### src/design/mono_frame_buffer_bit_blitter_macros.svh
// Assertion macros for the frame buffer blitter controller
`ifndef MONO_FRAME_BUFFER_BIT_BLITTER_MACROS_SVH
`define MONO_FRAME_BUFFER_BIT_BLITTER_MACROS_SVH

// Same-cycle implication, disabled during reset
`define MFBB_ASSERT_IMM(label, ante, cons, msg) \
  label: assert property (@(posedge clk) disable iff (!rst_n) (ante) |-> (cons)) \
    else $error(msg);

// Next-cycle implication, disabled during reset
`define MFBB_ASSERT_NXT(label, ante, cons, msg) \
  label: assert property (@(posedge clk) disable iff (!rst_n) (ante) |=> (cons)) \
    else $error(msg);

`endif

### src/design/mfbb_pkg.sv
// Shared types, constants and mask helpers for the frame buffer blitter
package mfbb_pkg;

  localparam int DATA_W         = 16;
  localparam int STORE_WORDS    = 65536;
  localparam int ADDR_W         = $clog2(STORE_WORDS);
  localparam int WORDS_PER_LINE = 64;
  localparam int LINE_SH        = $clog2(WORDS_PER_LINE);
  localparam int X_W            = DATA_W + 1;
  localparam int WID_W          = 12;
  localparam int LN_W           = 14;

  localparam logic [2:0] ACT_REG_WR   = 3'd0;
  localparam logic [2:0] ACT_REG_RD   = 3'd1;
  localparam logic [2:0] ACT_MEM_WR   = 3'd2;
  localparam logic [2:0] ACT_MEM_RD   = 3'd3;
  localparam logic [2:0] ACT_VB_START = 3'd4;
  localparam logic [2:0] ACT_VB_END   = 3'd5;

  localparam logic [15:0] REG_CTRL = 16'd0;
  localparam logic [15:0] REG_DEB  = 16'd1;
  localparam logic [15:0] REG_SY   = 16'd2;
  localparam logic [15:0] REG_SX   = 16'd3;
  localparam logic [15:0] REG_DCY  = 16'd4;
  localparam logic [15:0] REG_DCX  = 16'd5;
  localparam logic [15:0] REG_DY   = 16'd6;
  localparam logic [15:0] REG_DX   = 16'd7;

  // Control word bit positions
  localparam int CTL_GO      = 15;
  localparam int CTL_FRM_IRQ = 5;
  localparam int CTL_BLT_IRQ = 4;
  localparam int CTL_INC_Y   = 3;
  localparam int CTL_INC_X   = 2;
  localparam int CTL_FILL    = 1;

  localparam logic [15:0] STAT_EOF = 16'h0080;

  typedef struct packed {
    logic [2:0]  action;
    logic [15:0] address;
    logic [15:0] write_data;
    logic [15:0] write_mask;
  } in_item_t;

  typedef struct packed {
    logic [15:0] read_data;
    logic        irq_raised;
  } out_item_t;

  typedef enum logic [3:0] {
    ST_IDLE, ST_CLR, ST_CAPTURE, ST_REG_WR, ST_MEM_RD, ST_MEM_WR, ST_VB_START,
    ST_VB_END, ST_BLT_ADJ, ST_BLT_LINE, ST_BLT_RSRC, ST_BLT_RD1, ST_BLT_RD2,
    ST_BLT_WR1, ST_BLT_WR2, ST_BLT_ADV
  } step_t;

  typedef struct packed {
    step_t step;
    logic  out_load;
  } ctrl_cmd_t;

  typedef struct packed {
    logic [2:0] action;
    logic       go;
    logic       width_pos;
    logic       split;
    logic       chunk_last;
    logic       last_line;
    logic       clr_done;
  } dp_status_t;

  function automatic logic [15:0] ones_low(input logic [4:0] k);
    logic [16:0] t;
    t = (17'd1 << k) - 17'd1;
    if (k >= 5'd16) return 16'hffff;
    return t[15:0];
  endfunction

  function automatic logic [15:0] ones_high(input logic [4:0] n);
    return ~ones_low(5'd16 - n);
  endfunction

endpackage

### src/design/mfbb_ctrl.sv
// Controller: sequences bus accesses, the clearing pass and the blit walk
module mfbb_ctrl (
  input  logic                 clk,
  input  logic                 rst_n,
  input  logic                 in_valid,
  output logic                 in_stall,
  output logic                 out_valid,
  input  logic                 out_stall,
  input  mfbb_pkg::dp_status_t status,
  output mfbb_pkg::ctrl_cmd_t  cmd
);
  import mfbb_pkg::*;
  `include "mono_frame_buffer_bit_blitter_macros.svh"

  typedef enum logic [3:0] {
    S_CLR, S_IDLE, S_DEC, S_MWR, S_ADJ, S_LINE, S_RSRC, S_RD1, S_RD2, S_WR1, S_WR2,
    S_ADV, S_OUT
  } state_t;

  state_t state_r, state_nxt;
  logic   out_valid_r, out_valid_nxt;

  assign in_stall  = (state_r != S_IDLE) || out_valid_r;
  assign out_valid = out_valid_r;

  always_comb begin
    state_nxt    = state_r;
    cmd.step     = ST_IDLE;
    cmd.out_load = 1'b0;
    out_valid_nxt = out_valid_r && out_stall;
    case (state_r)
      S_CLR: begin
        cmd.step = ST_CLR;
        if (status.clr_done) state_nxt = S_IDLE;
      end
      S_IDLE: begin
        if (in_valid && !in_stall) begin
          cmd.step  = ST_CAPTURE;
          state_nxt = S_DEC;
        end
      end
      S_DEC: begin
        state_nxt = S_OUT;
        case (status.action)
          ACT_REG_WR: begin
            cmd.step = ST_REG_WR;
            if (status.go) state_nxt = S_ADJ;
          end
          ACT_MEM_WR: begin
            cmd.step  = ST_MEM_RD;
            state_nxt = S_MWR;
          end
          ACT_MEM_RD:   cmd.step = ST_MEM_RD;
          ACT_VB_START: cmd.step = ST_VB_START;
          ACT_VB_END:   cmd.step = ST_VB_END;
          default: ;
        endcase
      end
      S_MWR: begin
        cmd.step  = ST_MEM_WR;
        state_nxt = S_OUT;
      end
      S_ADJ: begin
        cmd.step  = ST_BLT_ADJ;
        state_nxt = status.width_pos ? S_LINE : S_OUT;
      end
      S_LINE: begin
        cmd.step  = ST_BLT_LINE;
        state_nxt = S_RSRC;
      end
      S_RSRC: begin
        cmd.step  = ST_BLT_RSRC;
        state_nxt = S_RD1;
      end
      S_RD1: begin
        cmd.step  = ST_BLT_RD1;
        state_nxt = S_RD2;
      end
      S_RD2: begin
        cmd.step  = ST_BLT_RD2;
        state_nxt = S_WR1;
      end
      S_WR1: begin
        cmd.step  = ST_BLT_WR1;
        state_nxt = status.split ? S_WR2 : S_ADV;
      end
      S_WR2: begin
        cmd.step  = ST_BLT_WR2;
        state_nxt = S_ADV;
      end
      S_ADV: begin
        cmd.step = ST_BLT_ADV;
        if (!status.chunk_last) state_nxt = S_RSRC;
        else if (status.last_line) state_nxt = S_OUT;
        else state_nxt = S_LINE;
      end
      S_OUT: begin
        cmd.out_load  = 1'b1;
        out_valid_nxt = 1'b1;
        state_nxt     = S_IDLE;
      end
      default: state_nxt = S_IDLE;
    endcase
  end

  always_ff @(posedge clk) begin
    if (!rst_n) begin
      state_r     <= S_CLR;
      out_valid_r <= 1'b0;
    end else begin
      state_r     <= state_nxt;
      out_valid_r <= out_valid_nxt;
    end
  end

  `MFBB_ASSERT_IMM(a_accept_only_idle, !in_stall, state_r == S_IDLE, "transfer taken outside idle")
  `MFBB_ASSERT_NXT(a_accept_decodes, in_valid && !in_stall, state_r == S_DEC, "accepted item not decoded")
  `MFBB_ASSERT_NXT(a_out_loaded, state_r == S_OUT, out_valid_r, "result not presented")
  `MFBB_ASSERT_IMM(a_wr2_after_wr1, state_r == S_WR2, $past(state_r) == S_WR1, "second write out of order")

endmodule

### config.mk
export PLATFORM = sky130hd
export DESIGN_NAME = mfbb_ctrl
export DESIGN_NICKNAME = d
export VERILOG_FILES = /design/src/design/mfbb_pkg.sv /design/src/design/mfbb_ctrl.sv
export VERILOG_INCLUDE_DIRS = /design/src /design/src/design
export SDC_FILE = /design/constraint.sdc
export NUM_CORES = 1
export LEC_CHECK = 0
export ABC_AREA = 0
export ABC_CLOCK_PERIOD_IN_PS = 1700
export BUFFER_PORTS_ARGS = -buffer_cell sky130_fd_sc_hd__buf_2
export CELL_PAD_IN_SITES_DETAIL_PLACEMENT = 1
export CELL_PAD_IN_SITES_GLOBAL_PLACEMENT = 1
export CORE_MARGIN = 2
export CORE_UTILIZATION = 34
export CTS_CLUSTER_DIAMETER = 40
export DETAILED_ROUTE_END_ITERATION = 8
export PLACE_DENSITY_LB_ADDON = 0.2
export SLEW_MARGIN = 20
export SYNTH_ARGS = -nofsm -noshare
export SYNTH_HDL_FRONTEND = slang
export SYNTH_SLANG_ARGS = --single-unit
### constraint.sdc
create_clock -name clk -period 1.7 [get_ports clk]
set_input_delay 0.085 -clock clk [delete_from_list [all_inputs] [get_ports clk]]
set_output_delay 0.085 -clock clk [all_outputs]
set_load 0.005 [all_outputs]
==> summary.md, run 1 <==
| Metric | Value |
|---|---|
| Compound-Gate Fraction of Synth Area | 0.301 |
| Outcome | complete, no violations |
| Post-Synth Adder-Cell Area | 0 |
| Mapped Avg Cell Area | roughly 7.5 um^2 |
| Clk buf depth | 2 |
| Setup ws final | approximately 0.22 ns |
| Leakage power | 0.000262 uW |
| Final Max Tran Viols | 0 |
| NetSw | 117 uW |
| Peak VDD IR | 388 uV |
| Count of cell types in the netlist | 35 |
| Final wirelength | around 1300 um |
| All-Layer GR Usage | 0.158 |
| Fin cells | 100 |
| Filler cells | 192 |
| N_diodes | 0 |
| Vias in the first global route | around 500 |
| CTS tree | done |
| Logic gate share of total power | 0.274 |
| RSZ-0062 raised after global routing | false |
| P per Cell Area | roughly 640 mW/mm^2 |
| Setup TNS | 0 ns |
| Largest net degree at the start of global routing | 18 |
| Largest family of logic cells by synthesized area | simple AND/OR/NAND/NOR gates |
| Row count | 13 |
| Detailed Place HPWL | 1020 um |
| Area delta synth->final | 23.3% |
| Register area | between 100 and 150 um^2 |
| Starting density of the core | 0.371 |
| Clock transition at path regs | ~0.04 ns |
| EDFF count, synth | 0 |
| Post-DP Area | ~580 um^2 |
| Tot Pwr | a little under 400 uW |
| Footprint of the multi-input gates | between 300 and 400 um^2 |
| Drt via density | 5.56 |
| Buffers on Ports | 19 |
| Post-route cell area | roughly 600 um^2 |
| Synthesized Nets | 79 |
| Worst Path Max Fanout | 14 |
| #FFs+latches synth | 5 |
| Slew margin rel. | 0.673 |
| Crit Path Category | flip-flop to output pin |
| Starting DRT DRC Count | 7 |
| Die height | between 40 and 50 um |
| CTS buffer count | 3 |
| Cells after synthesis | 66 |
| Core ar. | 0.00133 mm^2 |
| Setup violations, final | 0 |
| XOR/XNOR Fraction of Synth Area | 0.0532 |
| Hold buffers post-CTS | 0 |
| Ratio of cells with drive above 1 in the final layout | 0.376 |
| Grt ovf | 0 |
| Synthesized area | about 490 um^2 |
| Yosys warns | 0 |
| Fmax | 674 MHz |
| Max cap viols | 0 |
| CTS Sinks | 5 |
| Fin crit period | 1.48 ns |
| GP Congestion | around 0.76 |
| Sw Ratio | 0.301 |
| Die area | 0.00177 mm^2 |
| DRC Markers | 0 |
| Critical Path AT | between 1 and 1.5 ns |
| Final Skew | roughly 0.0021 ns |
| Placed insts | 96 |
| Mux cell area share after synthesis | 0 |
| Pre-CTS WS | approximately 0.28 ns |
| DR vias | 556 |
| ANT nets after route | 0 |
| First-pass GRT wire length | between 2000 and 2500 um |
| Worst-Skew Late Latency | around 0.24 ns |
| Power share of the clock group | 0.347 |
| Top Ports | 20 |
| Initial antenna violation count | 0 |
| # nets final | between 90 and 100 |
| Avg WL per Cell | ~13 um |
| Sequential Power Share | 0.379 |
| Seq/Total Area, Yosys | 0.203 |
| Drt pass-1 iters | 4 |
| Simple-gate share of the synthesized area | 0.365 |
| Die W | around 42 um |
| Crit start category | flip-flop |
| Internal power | approximately 270 uW |
| Share of flip-flops with an asynchronous set or reset | 0 |
| Worst hold path class | input pin to flip-flop |
| H-tree depth | 1 |
| CTS Root Buffer Type | clkbuf_4 |
| CP Capture Type | output pin |
| Final Hold Violating Endpoints | 0 |
| Crit share post-route | 0.872 |
| Synth Flop Type | dfxtp_1 |
| Slew @ Worst Pin | approximately 0.49 ns |
| CP required | approximately 1.6 ns |
==> cell families after synthesis <==
logic type | count (synthesis)
AOI/OAI and AO/OA | 23
xor gates and xnor gates | 3
buffers and inverters | 7
DFF | 5
and+or+nand+nor | 28
==> power by group through the flow <==
stage                     Clock, uW  Combinational (uW)  Sequential, uW
after floorplan                   0                82.4             132
after global placement            0                 108             147
after detailed placement          0                 109             148
after CTS                       145                 109             146
after global routing            155                 119             149
final                           135                 107             148
==> timing repair <==
action,CTS,global route
setup buffers,0,0
setup endpoints to repair,0,3
gates resized for setup,0,2
==> routing by layer <==
metal / global-route usage / wire length (um)
met1: 0.210 / 667
met2: 0.234 / 592
met3: 0.0302 / 44
met4: 0.0938 / 14
met5: 0 / 0
==> cell usage after synthesis (2+ instances only) <==
master / count / area, um^2
buf_4: 3 / 22.5
nand3_1: 2 / 10.0
o21ai_0: 3 / 15.0
nor3_1: 3 / 15.0
nor2b_1: 2 / 12.5
a21oi_1: 8 / 40.0
a21boi_1: 2 / 15.0
o21ai_1: 2 / 10.0
nand2_2: 2 / 12.5
and2_1: 2 / 12.5
inv_2: 2 / 7.51
xor2_1: 3 / 26.3
dfxtp_1: 5 / 100
nand2b_1: 3 / 18.8
nor2_1: 4 / 15.0
==> flip-flops by register name, indices dropped and copies added, names as in the netlist <==
name       count
state_r        4
out_valid      1
==> cell usage in the layout, fill, tap and decap left out, drive strengths merged, types with 2 or more instances in the layout <==
cell,instances
dfxtp,5
clkbuf,4
o21ai,5
xor2,3
nor3,4
buf,19
nor2b,2
a21oi,8
nand3,2
a21boi,3
or3,2
and2,2
nor3b,2
nor2,4
inv,3
nand2,3
nand2b,3
==> metrics by stage <==
stage	hold WS, ns	util
CTS	0.105	0.455
detailed placement	0.360	0.435
global placement	0.361	0.435
floorplan	0.202	-
global route	0.120	0.457
finish	0.111	0.457
==> final cells by class <==
cell class,count,share of cell area
tap,15,0.0308
inverter,3,0.0185
timing repair buffer,19,0.156
sequential,5,0.168
clock buffer,4,0.0431
multi-input combinational,54,0.583
==> worst paths after layout <==
| path | start | end | slack (ns) | cells after the start |
|---|---|---|---|---|
| max reg2reg | state_r[2] | state_r[3] | 0.27 | 4 |
| min reg2reg | out_valid | out_valid | 0.55 | 2 |
| max | state_r[3] | cmd[1] | 0.22 | 3 |
| min | out_stall | out_valid | 0.11 | 3 |
==> critical path: stages, from the launching register on <==
cell	delay (ns)
dfxtp_1	0.45
nor4b_1	0.46
nor3_1	0.11
buf_2	0.14
Power figures use the tool's default switching activity.
==> inputs of run 2 (changes only) <==
--- a/config.mk
+++ b/config.mk
@@ -6,13 +6,13 @@
 export SDC_FILE = /design/constraint.sdc
 export NUM_CORES = 1
 export LEC_CHECK = 0
-export ABC_AREA = 0
+export ABC_AREA = 1
 export ABC_CLOCK_PERIOD_IN_PS = 1700
 export BUFFER_PORTS_ARGS = -buffer_cell sky130_fd_sc_hd__buf_2
 export CELL_PAD_IN_SITES_DETAIL_PLACEMENT = 1
 export CELL_PAD_IN_SITES_GLOBAL_PLACEMENT = 1
 export CORE_MARGIN = 2
-export CORE_UTILIZATION = 34
+export CORE_UTILIZATION = 30
 export CTS_CLUSTER_DIAMETER = 40
 export DETAILED_ROUTE_END_ITERATION = 8
 export PLACE_DENSITY_LB_ADDON = 0.2
==> run 2 against run 1 <==
Compared with the run above: die area is 12% higher; synthesized cell count is 45% higher; non-clock buffer count stayed put; final cell count is 35% higher; fmax is 0.62% lower; sequential power is 37% higher; sequential share of layout area is 0.96 points lower; routed wire length is 19% higher; sequential cell count stayed put; via count is 17% higher; cell area is 4.7% higher.
==> summary.md, run 2 <==
| Metric | Value |
|---|---|
| Row count | 14 (was 13) |
| Seq/Total Area, Yosys | 0.202 (was 0.203) |
| CTS Root Buffer Type | clkbuf_4 (unchanged) |
| Clk buf depth | 2 (unchanged) |
| Most area-consuming cells after synthesis | nand2_1, dfxtp_1, nor2_1 (was dfxtp_1, a21oi_1, xor2_1) |
| Flop-to-flop setup slack | 0.47 ns (was 0.27 ns) |
| Mapped Avg Cell Area | 5.16 um^2 (was 7.49 um^2) |
| Final Skew | 0.00371 ns (was 0.00213 ns) |
| Synth Flop Type | dfxtp_1 (unchanged) |
| Slew @ Worst Pin | 0.381 ns (was 0.489 ns) |
| Slew margin rel. | 0.745 (was 0.673) |
| Initial antenna violation count | 0 (unchanged) |
| Hold path depth | 3 (unchanged) |
| Core ar. | 0.00152 mm^2 (was 0.00133 mm^2) |
| Die W | 44.6 um (was 42.1 um) |
| Crit Path Category | flip-flop to output pin (unchanged) |
| CTS buffer count | 3 (unchanged) |
| Crit share post-route | 0.878 (was 0.872) |
| #FFs+latches synth | 5 (unchanged) |
| Synthesized area | 495 um^2 (was 494 um^2) |
| Synthesized Nets | 109 (was 79) |
| Placed insts | 131 (was 96) |
| Hold buffers post-CTS | 0 (unchanged) |
| Most frequent cell after synthesis | nand2_1 (was a21oi_1) |
| Final Max Tran Viols | 0 (unchanged) |
| Biggest register | state_r (unchanged) |
| CP Capture Type | output pin (unchanged) |
| Hold Crit Start | out_stall (unchanged) |
| P per Cell Area | 1410 mW/mm^2 (was 639 mW/mm^2) |
| Buffers on Ports | 19 (unchanged) |
| CP required | 1.62 ns (about the same) |
| Yosys warns | 0 (unchanged) |
| Final Hold Violating Endpoints | 0 (unchanged) |
| Drt via density | 4.84 (was 5.56) |
| ANT nets after route | 0 (unchanged) |
| Setup TNS | 0 ns (unchanged) |
| R2R depth | 7 (was 4) |
| Count of cell types in the netlist | 16 (was 35) |
| Origin of the critical flop-to-flop path | state_r[2] (unchanged) |
| Die area | 0.00199 mm^2 (was 0.00177 mm^2) |
| CTS tree | done (unchanged) |
| RSZ-0062 raised after global routing | false (unchanged) |
| Drt pass-1 iters | 3 (was 4) |
| Cells after synthesis | 96 (was 66) |
| Commonest non-fill, non-tap cell in the layout | nand2_1 (was buf_2) |
| Final wirelength | 1570 um (was 1320 um) |
| All-Layer GR Usage | 0.189 (was 0.158) |
| Leakage power | 0.000379 uW (was 0.000262 uW) |
| Max cap viols | 0 (unchanged) |
| Crit start category | flip-flop (unchanged) |
| Critical Path AT | 1.41 ns (was 1.40 ns) |
| Worst hold path class | input pin to flip-flop (unchanged) |
| Fin cells | 135 (was 100) |
| Ratio of cells with drive above 1 in the final layout | 0.252 (was 0.376) |
| EDFF count, synth | 0 (unchanged) |
| GP Congestion | 0.765 (was 0.762) |
| Vias in the first global route | 669 (was 496) |
| DRC Markers | 0 (unchanged) |
| Detailed Place HPWL | 1380 um (was 1020 um) |
| Reg2reg end | state_r[1] (was state_r[3]) |
| N_diodes | 0 (unchanged) |
| H-tree depth | 1 (unchanged) |
| Fmax | 670 MHz (was 674 MHz) |
| Setup violations, final | 0 (unchanged) |
| Clock transition at path regs | 0.05 ns (was 0.04 ns) |
| Peak VDD IR | 583 uV (was 388 uV) |
| DR vias | 653 (was 556) |
| Top cell type by total area after synthesis | nand2_1 (was dfxtp_1) |
| Worst hold slack | 0.0856 ns (was 0.111 ns) |
| First-pass GRT wire length | 2750 um (was 2190 um) |
| Starting DRT DRC Count | 6 (was 7) |
| Fin crit period | 1.49 ns (was 1.48 ns) |
| Top-area cell type share of the netlist area | 0.242 (was 0.203) |
| Outcome | complete, no violations (unchanged) |
| Worst-Skew Late Latency | 0.24 ns (about the same) |
| Worst Path Max Fanout | 6 (was 14) |
| Max reg flops | 4 (unchanged) |
| # nets final | 133 (was 99) |
| Avg WL per Cell | 11.6 um (was 13.2 um) |
| Die height | 44.6 um (was 42.1 um) |
| Top Ports | 20 (unchanged) |
| Starting density of the core | 0.325 (was 0.371) |
| Largest net degree at the start of global routing | 7 (was 18) |
| Grt ovf | 0 (unchanged) |
| Share of flip-flops with an asynchronous set or reset | 0 (unchanged) |
| Most frequent cells in the layout | nand2_1, buf_2, nor2_1, inv_1, nand3_1 (was buf_2, a21oi_1, nor2_1) |
| CTS Sinks | 5 (unchanged) |
| Area delta synth->final | 28.8% (was 23.3%) |
| WHS Endpoint | out_valid (unchanged) |
| Synth cell count leaders | nand2_1, nor2_1, inv_1 (was a21oi_1, dfxtp_1, nor2_1) |
run 2: cell count changes in the layout (fill, tap and decap cells not counted), moves of 3 or more:
cell,change
nand2_1,+31
nor2_1,+14
a21oi_1,-6
nor3_1,-3
nand3_1,+4
xor2_1,-3
nand2b_1,-3
inv_1,+14
run 2: per-stage QoR:
stage	setup WS (ns)	utilization	power, uW	area [um^2]
after floorplan	0.624	-	575	495
after global placement	0.401	0.401	757	611
after detailed placement	0.393	0.401	768	611
after CTS	0.123	0.418	908	637
after global routing	0.0478	0.419	1000	638
final	0.208	0.419	900	638
run 2: how the worst max path moves through the flow:
| stage | start | endpoint | cells after the start |
|---|---|---|---|
| after floorplan | state_r[2] | state_r[0] | 9 |
| after global placement | state_r[0] | cmd[2] | 5 |
| after detailed placement | state_r[0] | cmd[3] | 8 |
| after CTS | state_r[0] | cmd[3] | 8 |
| after global routing | state_r[0] | cmd[3] | 8 |
| final | state_r[2] | cmd[3] | 6 |
run 2: worst max-delay path, cell delays in order (launching register included):
cell and delay, ns:
dfxtp_1 0.37, nor2_2 0.24, nand2_1 0.15, inv_1 0.09
o21ai_0 0.10, nand3_1 0.10, buf_2 0.12
run 2: report_power, final:
group | total [uW] | switching (uW) | internal [uW]
registers | 203 | 49.7 | 154
logic | 560 | 348 | 212
clock network | 137 | 48.0 | 88.7
run 2: metal layers:
metal | share of wire | vias to the layer above | GRT usage
li1 | - | 345 | -
met1 | 0.48 | 291 | 0.223
met2 | 0.48 | 15 | 0.351
met3 | 0.034 | 2 | 0.0245
met4 | 0.0070 | 0 | 0.0545
met5 | 0 | - | 0
run 2: cell type report:
cell class,instances,area (um^2)
sequential,5,101
timing repair buffer,19,95.1
clock buffer,4,26.3
tap,16,20.0
multi-input combinational,72,324
fill,235,886
inverter,19,71.3
run 2: cell families after synthesis:
family                 synth area share
and+or+nand+nor                   0.495
buffers and inverters             0.144
AOI/OAI and AO/OA                 0.159
DFF                               0.202
run 2: repair_timing:
action / in CTS / in global routing
resized for setup: 0 / 1
setup endpoints to repair: 0 / 1
setup buffers: 0 / 0
